===== src/rtl/rth_pkg.sv =====
`timescale 1ns / 1ps
// Shared widths, codes and pipeline payload types for the RGB to HSV converter.
// No dependencies; every other file refers to this package by scoped names.
package rth_pkg;

	localparam int unsigned COLOR_BITS = 8;
	localparam int unsigned HUE_BITS   = 16;

	// 6*delta needs three bits more than a colour component.
	localparam int unsigned SIX_W      = COLOR_BITS + 3;
	localparam int unsigned DIV_STAGES = (HUE_BITS > COLOR_BITS) ? HUE_BITS : COLOR_BITS;

	typedef logic [COLOR_BITS-1:0] color_t;
	typedef logic [HUE_BITS-1:0]   hue_t;
	typedef logic [SIX_W-1:0]      six_t;

	typedef enum logic [1:0] {
		SECT_RED,
		SECT_GREEN,
		SECT_BLUE
	} sector_t;

	// After the comparison stage.
	typedef struct packed {
		color_t  red;
		color_t  green;
		color_t  blue;
		color_t  mx;
		color_t  delta;
		sector_t sector;
	} stage1_t;

	// Carried through the divider stages.
	typedef struct packed {
		six_t   hue_rem;
		six_t   hue_div;
		hue_t   hue_quo;
		color_t sat_rem;
		color_t sat_low;
		color_t sat_quo;
		color_t brightness;
		logic   grey;
	} div_t;

endpackage


===== src/rtl/rth_if.sv =====
`timescale 1ns / 1ps
// Valid/ready stream interfaces for pixels in (RGB) and results out (HSV).
// Depends on rth_pkg for the field widths.
interface rth_pix_if;
	logic            valid;
	logic            ready;
	rth_pkg::color_t red;
	rth_pkg::color_t green;
	rth_pkg::color_t blue;

	modport source (output valid, output red, output green, output blue, input ready);
	modport sink   (input valid, input red, input green, input blue, output ready);
endinterface

interface rth_hsv_if;
	logic            valid;
	logic            ready;
	rth_pkg::hue_t   hue_turn;
	logic            hue_valid;
	rth_pkg::color_t saturation;
	rth_pkg::color_t brightness;

	modport source (output valid, output hue_turn, output hue_valid, output saturation,
		output brightness, input ready);
	modport sink   (input valid, input hue_turn, input hue_valid, input saturation,
		input brightness, output ready);
endinterface


===== src/rtl/rth_prep.sv =====
`timescale 1ns / 1ps
// Front end of the converter: maximum, minimum and sector, then the divider operands.
// Depends on rth_pkg and rth_pix_if.
module rth_prep (
	input  logic          clk,
	input  logic          arst_n,
	rth_pix_if.sink       pix,
	output logic          div_valid,
	input  logic          div_ready,
	output rth_pkg::div_t div_data
);

	localparam int unsigned CB = rth_pkg::COLOR_BITS;
	localparam int unsigned SW = rth_pkg::SIX_W;

	logic             valid_s1, valid_s2;
	logic             rdy1, rdy2;
	rth_pkg::stage1_t nxt1, data_s1;
	rth_pkg::div_t    nxt2, data_s2;

	logic [SW:0]      nn, d_ext;
	rth_pkg::six_t    six;
	logic [2*CB-1:0]  sat_num;
	rth_pkg::color_t  mn;

	assign rdy2      = !valid_s2 || div_ready;
	assign rdy1      = !valid_s1 || rdy2;
	assign pix.ready = rdy1;
	assign div_valid = valid_s2;
	assign div_data  = data_s2;

	// Stage 1: red wins a tie for the maximum, then green.
	always_comb begin
		nxt1.red   = pix.red;
		nxt1.green = pix.green;
		nxt1.blue  = pix.blue;
		if (pix.red >= pix.green && pix.red >= pix.blue) begin
			nxt1.sector = rth_pkg::SECT_RED;
			nxt1.mx     = pix.red;
		end else if (pix.green >= pix.blue) begin
			nxt1.sector = rth_pkg::SECT_GREEN;
			nxt1.mx     = pix.green;
		end else begin
			nxt1.sector = rth_pkg::SECT_BLUE;
			nxt1.mx     = pix.blue;
		end
		mn = pix.red;
		if (pix.green < mn) mn = pix.green;
		if (pix.blue < mn) mn = pix.blue;
		nxt1.delta = nxt1.mx - mn;
	end

	// Stage 2: hue numerator folded into 0..6*delta-1, and delta*(2^CB-1) for saturation.
	always_comb begin
		d_ext = {{(SW+1-CB){1'b0}}, data_s1.delta};
		six   = SW'((d_ext << 2) + (d_ext << 1));
		case (data_s1.sector)
			rth_pkg::SECT_RED: begin
				nn = {{(SW+1-CB){1'b0}}, data_s1.green} - {{(SW+1-CB){1'b0}}, data_s1.blue};
				if (nn[SW]) nn = nn + {1'b0, six};
			end
			rth_pkg::SECT_GREEN: begin
				nn = (d_ext << 1) + {{(SW+1-CB){1'b0}}, data_s1.blue}
					- {{(SW+1-CB){1'b0}}, data_s1.red};
			end
			rth_pkg::SECT_BLUE: begin
				nn = (d_ext << 2) + {{(SW+1-CB){1'b0}}, data_s1.red}
					- {{(SW+1-CB){1'b0}}, data_s1.green};
			end
			default: begin
				nn = '0;
			end
		endcase
		sat_num         = ({{CB{1'b0}}, data_s1.delta} << CB) - {{CB{1'b0}}, data_s1.delta};
		nxt2.hue_rem    = nn[SW-1:0];
		nxt2.hue_div    = six;
		nxt2.hue_quo    = '0;
		nxt2.sat_rem    = sat_num[2*CB-1:CB];
		nxt2.sat_low    = sat_num[CB-1:0];
		nxt2.sat_quo    = '0;
		nxt2.brightness = data_s1.mx;
		nxt2.grey       = (data_s1.delta == '0);
	end

	always_ff @(posedge clk or negedge arst_n) begin
		if (!arst_n) begin
			valid_s1 <= 1'b0;
			valid_s2 <= 1'b0;
		end else begin
			if (rdy1) valid_s1 <= pix.valid;
			if (rdy2) valid_s2 <= valid_s1;
		end
	end

	always_ff @(posedge clk) begin
		if (rdy1 && pix.valid) data_s1 <= nxt1;
		if (rdy2 && valid_s1) data_s2 <= nxt2;
	end

	// The hue remainder must start below its divisor, or the quotient overflows.
	a_hue_rem_range: assert property (@(posedge clk) disable iff (!arst_n)
		valid_s2 && !data_s2.grey |-> data_s2.hue_rem < data_s2.hue_div)
		else $error("hue numerator out of range");

	a_sat_rem_range: assert property (@(posedge clk) disable iff (!arst_n)
		valid_s2 && data_s2.brightness != '0 |-> data_s2.sat_rem < data_s2.brightness)
		else $error("saturation numerator out of range");

endmodule


===== src/rtl/rth_div.sv =====
`timescale 1ns / 1ps
// Pipelined restoring dividers for hue and saturation, one quotient bit per stage.
// Depends on rth_pkg and rth_hsv_if; the last stage is the output register.
module rth_div (
	input  logic          clk,
	input  logic          arst_n,
	input  logic          in_valid,
	output logic          in_ready,
	input  rth_pkg::div_t in_data,
	rth_hsv_if.source     hsv
);

	localparam int unsigned NS = rth_pkg::DIV_STAGES;
	localparam int unsigned CB = rth_pkg::COLOR_BITS;
	localparam int unsigned HB = rth_pkg::HUE_BITS;
	localparam int unsigned SW = rth_pkg::SIX_W;

	rth_pkg::div_t src_data [0:NS];
	logic          src_valid [0:NS];
	logic          rdy [0:NS];
	rth_pkg::div_t pipe_data_s [0:NS-1];
	logic          pipe_valid_s [0:NS-1];

	assign src_data[0]  = in_data;
	assign src_valid[0] = in_valid;
	assign rdy[NS]      = hsv.ready;
	assign in_ready     = rdy[0];

	genvar k;
	generate
		for (k = 0; k < NS; k++) begin : g_stage
			logic [SW:0]   ht;
			logic          hb;
			logic [CB:0]   st;
			logic          sb;
			rth_pkg::div_t nxt;

			assign rdy[k]         = !pipe_valid_s[k] || rdy[k+1];
			assign src_data[k+1]  = pipe_data_s[k];
			assign src_valid[k+1] = pipe_valid_s[k];

			always_comb begin
				nxt = src_data[k];
				ht  = '0;
				hb  = 1'b0;
				st  = '0;
				sb  = 1'b0;
				if (k < HB) begin
					ht = {src_data[k].hue_rem, 1'b0};
					if (ht >= {1'b0, src_data[k].hue_div}) begin
						ht = ht - {1'b0, src_data[k].hue_div};
						hb = 1'b1;
					end
					nxt.hue_rem = ht[SW-1:0];
					nxt.hue_quo = {src_data[k].hue_quo[HB-2:0], hb};
				end
				if (k < CB) begin
					st = {src_data[k].sat_rem, src_data[k].sat_low[CB-1]};
					if (st >= {1'b0, src_data[k].brightness}) begin
						st = st - {1'b0, src_data[k].brightness};
						sb = 1'b1;
					end
					nxt.sat_rem = st[CB-1:0];
					nxt.sat_low = {src_data[k].sat_low[CB-2:0], 1'b0};
					nxt.sat_quo = {src_data[k].sat_quo[CB-2:0], sb};
				end
			end

			always_ff @(posedge clk or negedge arst_n) begin
				if (!arst_n) begin
					pipe_valid_s[k] <= 1'b0;
				end else if (rdy[k]) begin
					pipe_valid_s[k] <= src_valid[k];
				end
			end

			always_ff @(posedge clk) begin
				if (rdy[k] && src_valid[k]) pipe_data_s[k] <= nxt;
			end
		end
	endgenerate

	// A zero divisor drives the quotients to all ones, so grey and black are masked here.
	assign hsv.valid      = pipe_valid_s[NS-1];
	assign hsv.hue_valid  = !pipe_data_s[NS-1].grey;
	assign hsv.hue_turn   = pipe_data_s[NS-1].grey ? '0 : pipe_data_s[NS-1].hue_quo;
	assign hsv.saturation = (pipe_data_s[NS-1].brightness == '0) ? '0
		: pipe_data_s[NS-1].sat_quo;
	assign hsv.brightness = pipe_data_s[NS-1].brightness;

	a_black_is_grey: assert property (@(posedge clk) disable iff (!arst_n)
		hsv.valid && hsv.brightness == '0 |-> !hsv.hue_valid && hsv.saturation == '0)
		else $error("black pixel not reported as grey");

	// Any nonzero delta gives delta*(2^CB-1) >= max, so saturation is at least one.
	a_colour_saturated: assert property (@(posedge clk) disable iff (!arst_n)
		hsv.valid && hsv.hue_valid |-> hsv.saturation != '0)
		else $error("coloured pixel with zero saturation");

	a_grey_hue_zero: assert property (@(posedge clk) disable iff (!arst_n)
		hsv.valid && !hsv.hue_valid |-> hsv.hue_turn == '0)
		else $error("grey pixel with nonzero hue");

endmodule


===== src/rtl/rgb_to_hsv.sv =====
`timescale 1ns / 1ps
// Top level of the RGB to HSV converter: comparison front end and divider pipeline.
// Depends on rth_pkg, rth_if (rth_pix_if, rth_hsv_if), rth_prep and rth_div.
//
//   port  direction  fields                                          role
//   pix   sink       red, green, blue                                pixel in
//   hsv   source     hue_turn, hue_valid, saturation, brightness     result out
//
// One pixel is taken in every cycle while the result side is ready, and passes through DIV_STAGES + 2
// register stages: the comparison and operand stages of the front end, then the divider stages,
// each of which produces one bit of the hue quotient.
// Reset clears only the stage valid bits; no clearing pass is needed.
// Every stage holds its contents while the next one is full and stalled, and an empty
// stage takes data regardless, so bubbles close up behind a held result.
module rgb_to_hsv (
	input  logic      clk,
	input  logic      arst_n,
	rth_pix_if.sink   pix,
	rth_hsv_if.source hsv
);

	logic          div_valid;
	logic          div_ready;
	rth_pkg::div_t div_data;

	rth_prep u_prep (
		.clk       (clk),
		.arst_n    (arst_n),
		.pix       (pix),
		.div_valid (div_valid),
		.div_ready (div_ready),
		.div_data  (div_data)
	);

	rth_div u_div (
		.clk      (clk),
		.arst_n   (arst_n),
		.in_valid (div_valid),
		.in_ready (div_ready),
		.in_data  (div_data),
		.hsv      (hsv)
	);

endmodule


===== src/flat_wrapper.sv =====
// flat-port wrapper written by rule: the top's interface ports become plain ports
module rgb_to_hsv_flat 
  (clk, arst_n, pix_valid, pix_red, pix_green, pix_blue, pix_ready, hsv_valid, hsv_hue_turn, hsv_hue_valid, hsv_saturation, hsv_brightness, hsv_ready);
  rth_pix_if pix_i ();
  rth_hsv_if hsv_i ();
  input  logic clk;
  input  logic arst_n;
  input wire logic [$bits(pix_i.valid)-1:0] pix_valid;
  input wire logic [$bits(pix_i.red)-1:0] pix_red;
  input wire logic [$bits(pix_i.green)-1:0] pix_green;
  input wire logic [$bits(pix_i.blue)-1:0] pix_blue;
  output wire logic [$bits(pix_i.ready)-1:0] pix_ready;
  output wire logic [$bits(hsv_i.valid)-1:0] hsv_valid;
  output wire logic [$bits(hsv_i.hue_turn)-1:0] hsv_hue_turn;
  output wire logic [$bits(hsv_i.hue_valid)-1:0] hsv_hue_valid;
  output wire logic [$bits(hsv_i.saturation)-1:0] hsv_saturation;
  output wire logic [$bits(hsv_i.brightness)-1:0] hsv_brightness;
  input wire logic [$bits(hsv_i.ready)-1:0] hsv_ready;
  assign pix_i.valid = pix_valid;
  assign pix_i.red = pix_red;
  assign pix_i.green = pix_green;
  assign pix_i.blue = pix_blue;
  assign pix_ready = pix_i.ready;
  assign hsv_valid = hsv_i.valid;
  assign hsv_hue_turn = hsv_i.hue_turn;
  assign hsv_hue_valid = hsv_i.hue_valid;
  assign hsv_saturation = hsv_i.saturation;
  assign hsv_brightness = hsv_i.brightness;
  assign hsv_i.ready = hsv_ready;
  rgb_to_hsv u_core (.clk(clk), .arst_n(arst_n), .pix(pix_i), .hsv(hsv_i));
endmodule

===== config.mk =====
export PLATFORM = sky130hd
export DESIGN_NAME = rgb_to_hsv_flat
export DESIGN_NICKNAME = d
export VERILOG_FILES = /design/src/rtl/rth_pkg.sv /design/src/rtl/rth_if.sv /design/src/rtl/rth_prep.sv /design/src/rtl/rth_div.sv /design/src/rtl/rgb_to_hsv.sv /design/src/flat_wrapper.sv
export SDC_FILE = /design/constraint.sdc
export NUM_CORES = 1
export LEC_CHECK = 0
export BUFFER_PORTS_ARGS = -buffer_cell sky130_fd_sc_hd__buf_2
export CORE_MARGIN = 2
export CORE_UTILIZATION = 50
export DETAILED_ROUTE_END_ITERATION = 8
export PLACE_DENSITY = 0.71
export SETUP_SLACK_MARGIN = 0.05
export SYNTH_ARGS = -nofsm -noshare
export SYNTH_HDL_FRONTEND = slang
export SYNTH_SLANG_ARGS = --single-unit
export TNS_END_PERCENT = 100

===== constraint.sdc =====
create_clock -name clk -period 15.1 [get_ports clk]
set_input_delay 1.51 -clock clk [delete_from_list [all_inputs] [get_ports clk]]
set_output_delay 1.51 -clock clk [all_outputs]
set_load 0.03 [all_outputs]

==> results of run 1 <==
-- area by class of cell --
| class | instances | area (um2) | area share |
|---|---|---|---|
| Multi-Input combinational cell | 1793 | 14590 | 0.3140 |
| Clock buffer | 104 | 2323 | 0.04999 |
| Tap cell | 1070 | 1339 | 0.02881 |
| Clock inverter | 61 | 679.4 | 0.01462 |
| Timing Repair Buffer | 74 | 400.4 | 0.008615 |
| Sequential cell | 855 | 25580 | 0.5505 |
| Inverter | 414 | 1559 | 0.03354 |
-- through the flow --
stage               instance area (um2)  hold WS (ps)  worst slack [ps]
finish                            46480         399.8              8808
global route                      46480         414.5              8240
CTS                               46480         411.3              8787
detailed placement                43470         404.5              8095
global placement                  43470         400.1              8150
floorplan                         41750         400.3              8673
-- flip-flops by register name (all words and copies together), names as in the netlist --
name	count
u_core.u_prep.valid_s1	1
u_core.u_div.hsv.valid	1
u_core.u_div.pipe_data_s	751
u_core.u_prep.div_data	44
u_core.u_prep.d_ext	8
u_core.u_prep.div_valid	1
u_core.u_div.pipe_valid_s	15
u_core.u_prep.data_s1	34
-- critical path: stages --
cell and delay, ps:
buf_2 130, inv_1 60, ha_1 330, nand2_1 80
o21ai_0 340, nand2b_1 470, mux2i_1 320, ha_1 290
a21o_1 180, a21o_1 160, a21oi_1 190, nand2_1 70
o21ai_1 720, nor2_1 110, a21oi_1 260, ha_1 280
nor2b_1 130, o21ai_0 190, a21boi_0 150, o21ai_0 300
a21oi_1 140, xnor2_1 150, xnor2_1 130
-- power groups by stage --
stage	sequential [mW]	combinational (mW)	clock, mW
after floorplan	3.80	3.04	0
after global placement	3.94	3.72	0
after detailed placement	3.95	3.77	0
after CTS	3.91	3.81	2.27
after global routing	3.98	4.25	2.37
final	3.91	3.80	2.21
-- cells in the mapped netlist (46+ instances only) --
| master | count |
|---|---|
| a21o_1 | 56 |
| a21oi_1 | 143 |
| edfxtp_1 | 837 |
| ha_1 | 316 |
| inv_1 | 408 |
| mux2_2 | 140 |
| mux2i_1 | 53 |
| nand2_1 | 59 |
| nand2b_1 | 46 |
| nand4_1 | 53 |
| nor2_1 | 169 |
| nor2b_1 | 96 |
| o21ai_0 | 159 |
| xnor2_1 | 149 |
-- cells by family after synthesis --
group                      count (synthesis)  synth area share
muxes                                    193           0.05047
DFF                                      855            0.6128
AOI/OAI and AO/OA                        526           0.07918
adders and majority gates                357            0.1144
and+or+nand+nor                          542           0.06692
xor gates and xnor gates                 175           0.03671
buffers and inverters                    430           0.03956
-- worst max path at each step --
stage,startpoint,endpoint,depth (start not counted)
2_1_floorplan,hsv_ready,u_core.u_div.pipe_data_s[0][355],6
3_3_place_gp,pix_red[5],u_core.u_prep.d_ext[7],23
3_5_place_dp,pix_red[7],u_core.u_prep.d_ext[7],23
4_1_cts,pix_red[7],u_core.u_prep.d_ext[7],23
5_1_grt,pix_red[7],u_core.u_prep.d_ext[7],23
6_report,pix_red[7],u_core.u_prep.d_ext[7],23
-- metal layers --
| layer | global-route usage | part of all wire |
|---|---|---|
| met5 | 0 | 0 |
| met2 | 0.3012 | 0.50 |
| met3 | 0.02421 | 0.037 |
| met1 | 0.2191 | 0.44 |
| met4 | 0.05303 | 0.021 |
==> run metrics, run 1 <==
status completed; slew margin rel. 0.2423; commonest non-fill, non-tap cell in the layout edfxtp_1; number of global-route vias before repair 22.87k; synthesized instance count 3078; share of layout cells above drive strength 1 0.1230; Sink Count 855; clk slew on worst S/H paths 60 ps; sequential power share 0.394; RR Startpoint u_core.u_prep.data_s1[26]; cell total after placement 4206; final std cells w/o fill 4371; CP endpoint kind flop; wire per inst 16.46 um; setup tns final 0 ps; register area share after synthesis 0.6128; CP Class in -> reg; Req. time, crit path 15490 ps; Power, Total 9.913 mW; Post-synth EDFFs 837; clock network fraction of design power 0.223; Layout area overhead 11.32%; Net Count, Synth 3463; Synthesis Warnings 0; Max Cap Viol 0; All-Layer GR Usage 0.1711; via total after detailed routing 22.74k; number of setup violations in the final report 0; Final ANT Viol Nets 0; die width 293.0 um; Die Area 85830 um2; Post-layout nets 3612; ant diodes 0; drt via density 5.202; die height 293.0 um; mapped cell area 41750 um2; PortBufs 62; P_int 6.655 mW; Placeable Area 82370 um2; CTS tree built; H-tree Lvls 3; Max FO, Critical Path 15; CTS Buf Count 89; post-synth top area share 0.6020; I/O pin count 63; Post-CTS Setup Repair Bufs 0; Hold Path Class reg -> reg; DRT iter0 DRCs 1253; Main synth FF type edfxtp_1; Core Rows 105; Worst Hold Depth 0; Max IR drop VDD 118.0 uV; Max Freq 158.9 MHz; R2R setup slack 11350 ps; final WL 71.94 mm; routability cong. 0.8494; Finished Core Util 0.5642; antenna violations before repair 0; Final Slew Violations 0; cell area power density 213.3 nW/um2; P_leak 18.60 nW; Switching Share 0.3286; worst-margin pin slew 1136 ps; Syn Area/Cell 13.56 um2; asr flop ratio synth 0.02105; Worst Hold Path EP u_core.u_div.pipe_data_s[1][250]; startpoint types input port; most frequent cells in the layout edfxtp_1 (837), inv_1 (408), ha_1 (316); fillcell total 6495; post_cts resized 0; hold path startpoint u_core.u_div.pipe_data_s[1][178]; post-layout min period 6292 ps; Psw 3.258 mW; CTS Root Cell clkbuf_16; largest net degree at the start of global routing 53; HPWL after DPL 53.11 mm; RSZ-0062 raised after global routing false; CTS max path bufs 3; first-pass GRT wire length 117.5 mm; Seq cells post-synth 855; CP Data Arrival Time 6680 ps; R2R Path End u_core.u_prep.div_data[69]; Tcrit/Tclk final 0.4167; Netlist cell types 68; worst clock skew 23.96 ps; Remaining Overflow, GRT 0; starting density of the core 0.5068; cells on worst reg2reg path 15; Comb pwr share 0.383; Final Hold Viols 0; post-synth top area cell edfxtp_1; Worst-Skew Late Latency 650 ps; drt drc 0; CTS Hold Bufs 0; top cells by area, synth edfxtp_1 (60%), ha_1 (9.5%), mux2_2 (3.8%), inv_1 (3.7%), xnor2_1 (3.1%); 1st-pass router iterations 5
(Power assumes the default switching activity.)
==> inputs of run 2 (changes only) <==
clock period = 5.8 ns   (was 15.1 ns; I/O delays follow)
==> run 2 against run 1 <==
Clock power grew to 2.6 times the previous value. Cell area is essentially flat. Sequential cell count is the same. Power grew to 2.6 times the previous value. Sequential share of layout area is essentially flat. Critical endpoint unchanged. Via count grew 0.92%. Largest cell class unchanged. Non-clock buffer count grew 4. Register-to-register slack lost 9300 ps.
==> run metrics, run 2 (same netlist as run 1, synthesis figures left out) <==
status completed; CTS Buf Count 88; number of global-route vias before repair 23.06k; number of setup violations in the final report 0; commonest non-fill, non-tap cell in the layout edfxtp_1; CTS tree built; Max Cap Viol 0; CP endpoint kind flop; Tcrit/Tclk final 0.8419; cell area power density 555.1 nW/um2; routability cong. 0.8494; slew margin rel. 0.2180; All-Layer GR Usage 0.1731; wire per inst 16.63 um; worst clock skew 23.06 ps; P_leak 18.61 nW; register area 25580 um2; fillcell total 6554; Psw 8.454 mW; Req. time, crit path 6190 ps; largest net degree at the start of global routing 53; drt via density 5.246; HPWL after DPL 53.61 mm; starting density of the core 0.5068; post-layout min period 4883 ps; DRT iter0 DRCs 1270; Worst-Skew Late Latency 640 ps; CP Data Arrival Time 5270 ps; Final Hold Viols 0; drt drc 0; Die Area 85830 um2; Post-layout nets 3615; final WL 72.73 mm; Largest register FFs 751; most frequent cells in the layout edfxtp_1 (837), inv_1 (408), ha_1 (316); I/O pin count 63; Comb pwr share 0.384; Remaining Overflow, GRT 0; post_cts resized 0; Final ANT Viol Nets 0; clk slew on worst S/H paths 60 ps; Max Freq 204.8 MHz; H-tree Lvls 3; multi-input logic area 14590 um2; antenna violations before repair 0; CTS Root Cell clkbuf_16; 1st-pass router iterations 7; Final Slew Violations 0; CTS max path bufs 3; die width 293.0 um; sequential power share 0.394; Layout area overhead 11.35%; P_int 17.35 mW; Max IR drop VDD 285.1 uV; Max FO, Critical Path 8; share of layout cells above drive strength 1 0.1232; clock network fraction of design power 0.223; CP Class in -> reg; Core Rows 105; Placeable Area 82370 um2; Hold Path Class in -> reg; startpoint types input port; DP Worst Slack 274.5 ps; Switching Share 0.3276; first-pass GRT wire length 119.0 mm; RSZ-0062 raised after global routing false; Sink Count 855; Power, Total 25.81 mW; die height 293.0 um; worst-margin pin slew 1173 ps; PortBufs 62; ant diodes 0; setup tns final 0 ps; register with the most flip-flops u_core.u_div.pipe_data_s; Setup WS post-layout 917.2 ps; via total after detailed routing 22.95k
[run 2: path summary, 6_finish.rpt]
check | startpoint | to | slack (ps) | cells past startpoint
worst min register to register | u_core.u_prep.div_data[22] | u_core.u_div.pipe_data_s[0][23] | 400 | 0
max in group asynchronous | arst_n | u_core.u_div.pipe_valid_s[14] | 5010 | 2
worst max register to register | u_core.u_prep.d_ext[2] | u_core.u_prep.div_data[69] | 2040 | 12
worst min-delay path | pix_valid | u_core.u_prep.valid_s1 | 150 | 2
min in group asynchronous | arst_n | u_core.u_div.pipe_valid_s[1] | 440 | 2
worst max-delay path | pix_red[7] | u_core.u_prep.d_ext[7] | 920 | 23
[run 2: power groups by stage]
| stage | Clock [mW] | Sequential (mW) | Combinational [mW] |
|---|---|---|---|
| 3_5_place_dp | 0 | 10.3 | 9.84 |
| 2_1_floorplan | 0 | 9.89 | 7.93 |
| 4_1_cts | 5.91 | 10.2 | 9.93 |
| 5_1_grt | 6.14 | 10.4 | 11.1 |
| 6_report | 5.74 | 10.2 | 9.90 |
| 3_3_place_gp | 0 | 10.2 | 9.70 |
[run 2: worst max-delay path, cell delays in order]
cell	delay (ps)
buf_2	140
inv_1	70
ha_1	330
nand2_1	80
o21ai_0	340
nand2b_1	380
mux2i_1	320
ha_1	300
a21o_1	180
a21o_1	170
a21oi_1	200
nand2_1	70
o21ai_1	390
nor2_1	90
a21oi_1	260
ha_1	280
nor2b_1	120
o21ai_0	190
a21boi_0	140
o21ai_0	230
a21oi_1	120
xnor2_1	140
xnor2_1	130
[run 2: layer usage]
layer  GRT usage  wire length [um]  vias to the layer above
met3     0.02466              2340                      117
li1            -                 -                    11450
met2      0.3090             36360                      313
met1      0.2185             32490                    11070
met4     0.05191              1546                        0
met5           0                 0                        -
[run 2: per-stage QoR]
step / util / cell area [um2] / cells / hold WS [ps]
2_1_floorplan: - / 41750 / 3078 / 284.4
3_3_place_gp: 0.5280 / 43500 / 4209 / 400.2
3_5_place_dp: 0.5280 / 43500 / 4209 / 404.5
4_1_cts: 0.5644 / 46490 / 4374 / 101.1
5_1_grt: 0.5644 / 46490 / 4374 / 131.4
6_report: 0.5644 / 46490 / 4374 / 148.6
[run 2: layout make-up]
cell class	instances	area share
Clock buffer	110	0.05092
Clock inverter	54	0.01319
Inverter	414	0.03354
Multi-Input combinational cell	1793	0.3139
Sequential cell	855	0.5504
Tap cell	1070	0.02880
Timing Repair Buffer	78	0.009313
[run 2: timing repair]
item	4_1_cts	5_1_grt
setup buffers	0	0
hold buffers	1	0
hold endpoints to repair	18	0
setup endpoints to repair	0	0
==> inputs of run 3 (changes only) <==
ABC_AREA = 1   (was not set)
clock period = 4.9 ns   (was 5.8 ns; I/O delays follow)
==> run 3 against run 2 <==
Clock power up 20%. Combinational power up 34%. Clock skew up 26 ps. Sequential power up 34%. Worst setup slack worse by 140 ps. Largest cell class unchanged.
==> run metrics, run 3 <==
status completed; clk slew on worst S/H paths 60 ps; Final Slew Violations 0; post-route cell area 46050 um2; placed inst area 42950 um2; starting density of the core 0.5046; Sink Count 855; drt drc 0; Netlist cell types 56; share of layout cells above drive strength 1 0.07383; Max FO, Critical Path 16; register with the most flip-flops u_core.u_div.pipe_data_s; cells on worst reg2reg path 21; cell area power density 736.8 nW/um2; asr flop ratio synth 0.02105; Req. time, crit path 5270 ps; Largest register FFs 751; Max Freq 242.7 MHz; setup tns final 0 ps; Power, Total 33.93 mW; DRT iter0 DRCs 1278; die height 291.6 um; Worst Hold Depth 3; top cells by area, synth edfxtp_1 (61%), ha_1 (9.6%), inv_1 (5.1%), nand2_1 (4.2%), a21oi_1 (3.3%); Synthesis Warnings 0; Hold Path Class in -> reg; Final ANT Viol Nets 0; Tcrit/Tclk final 0.8410; largest net degree at the start of global routing 53; worst clock skew 48.93 ps; Finished Core Util 0.5617; H-tree Lvls 3; Post-layout nets 3996; number of setup violations in the final report 0; number of global-route vias before repair 24.91k; startpoint types input port; register area 25580 um2; CP endpoint kind flop; slew margin rel. 0.1732; first-pass GRT wire length 122.7 mm; via total after detailed routing 24.28k; RSZ-0062 raised after global routing false; CTS Buf Count 89; most frequent cells in the layout edfxtp_1 (837), inv_1 (557), nand2_1 (464); Post-synth EDFFs 837; wire per inst 15.61 um; CTS tree built; Max IR drop VDD 353.9 uV; Layout area overhead 11.32%; Die Area 85050 um2; Worst-Skew Late Latency 650 ps; mapped cell area 41370 um2; Seq cells post-synth 855; PortBufs 62; CP Class in -> reg; CP Data Arrival Time 4490 ps; Hold WS 45.15 ps; Remaining Overflow, GRT 0; commonest cells in the synthesized netlist edfxtp_1 (837), inv_1 (564), nand2_1 (464); Core Rows 105; 1st-pass router iterations 6; die width 291.6 um; Max Cap Viol 0; drt via density 5.106; Net Count, Synth 3863; most frequent cell after synthesis edfxtp_1; Final Hold Viols 0; I/O pin count 63; CTS max path bufs 3; Main synth FF type edfxtp_1; worst-margin pin slew 1240 ps; final WL 74.23 mm; fillcell total 6618; post-layout min period 4121 ps; routability cong. 0.8774; post-synth top area share 0.6076; synthesized instance count 3478; All-Layer GR Usage 0.1793; antenna violations before repair 1; HPWL after DPL 55.46 mm; multi-input logic area 13440 um2; post-synth top area cell edfxtp_1; post_cts resized 0; Syn Area/Cell 11.89 um2; Placeable Area 81980 um2; CTS Root Cell clkbuf_16; register area share after synthesis 0.6185; commonest non-fill, non-tap cell in the layout edfxtp_1; P_leak 19.17 nW
[run 3: cell count changes after synthesis, moves of 44 or more]
cell	previous run	this run
nand2_1	59	464
inv_1	408	564
mux2_2	140	0
a21oi_1	143	269
nor2b_1	96	0
xor2_1	26	104
xnor2_1	149	76
o21ai_0	159	230
nand3_1	11	69
mux2i_1	53	1
nor2_1	169	218
nand2b_1	46	0
a21o_1	56	12
[run 3: per-layer routing]
layer  GRT usage  up-vias  part of all wire
li1            -    12310                 -
met1      0.1967    11430              0.39
met2      0.3456      383              0.54
met3     0.02573      164             0.029
met4     0.07003        0             0.040
met5           0        -                 0
[run 3: logic make-up (layout without fill, tap and decap cells)]
logic type,count (synthesis),in the layout,synth area share
AO/OA/AOI/OAI,623,623,0.08239
XOR/XNOR,180,180,0.03811
adder cells (fa/ha/maj),357,357,0.1154
buffers and inverters,609,815,0.05856
flip-flops,855,855,0.6185
multiplexers,1,1,0.0002420
other,0,1,0
AND/OR/NAND/NOR,853,853,0.08681
[run 3: critical path, stage by stage]
cell	delay [ps]
buf_2	150
inv_1	70
ha_1	290
a21o_1	180
nor2_1	170
nand2_2	160
o21ai_0	280
inv_1	100
ha_1	300
nand2_1	80
nor2_1	50
a211oi_1	330
nand2_2	260
nand2_1	110
o21ai_1	70
ha_1	350
a21o_1	200
a31oi_1	280
o31ai_1	160
nand3_1	110
nand2_1	70
inv_1	60
nand3_1	80
nand2_1	70
inv_1	30
[run 3: per-stage QoR]
stage,setup slack (ps),std cells
detailed placement,130.8,4589
global route,353.2,4755
CTS,785.6,4754
floorplan,712.5,3478
finish,778.9,4755
global placement,194.2,4589
[run 3: power breakdown]
part	leakage [nW]	total [mW]	internal, mW	switching, mW
Clock	1.49	6.91	4.10	2.81
Sequential	8.35	13.7	12.4	1.38
Combinational	9.33	13.3	5.04	8.25
Total	19.2	33.9	21.5	12.4
[run 3: what timing repair did]
item                                   4_1_cts  5_1_grt
buffers inserted                             0        0
endpoints found under the hold margin       18        0
hold buffers                                 1        0
[run 3: path summary, 6_finish.rpt]
path                                           startpoint                           end  slack, ps
worst max register to register  u_core.u_prep.data_s1[26]    u_core.u_prep.div_data[70]       1400
worst min register to register  u_core.u_prep.data_s1[17]     u_core.u_prep.div_data[8]        380
worst max-delay path                           pix_red[7]        u_core.u_prep.d_ext[7]        780
max in group asynchronous                          arst_n  u_core.u_div.pipe_valid_s[8]       4180
worst min-delay path                            pix_valid        u_core.u_prep.valid_s1         50
min in group asynchronous                          arst_n        u_core.u_div.hsv.valid        340
[run 3: layout make-up]
cell class,count,area share
sequential,855,0.5556
multi-input combinational,2014,0.2918
clock buffer,111,0.05124
inverter,569,0.04649
tap,1070,0.02907
clock inverter,53,0.01568
timing repair buffer,82,0.01005
antenna,1,0.00005434
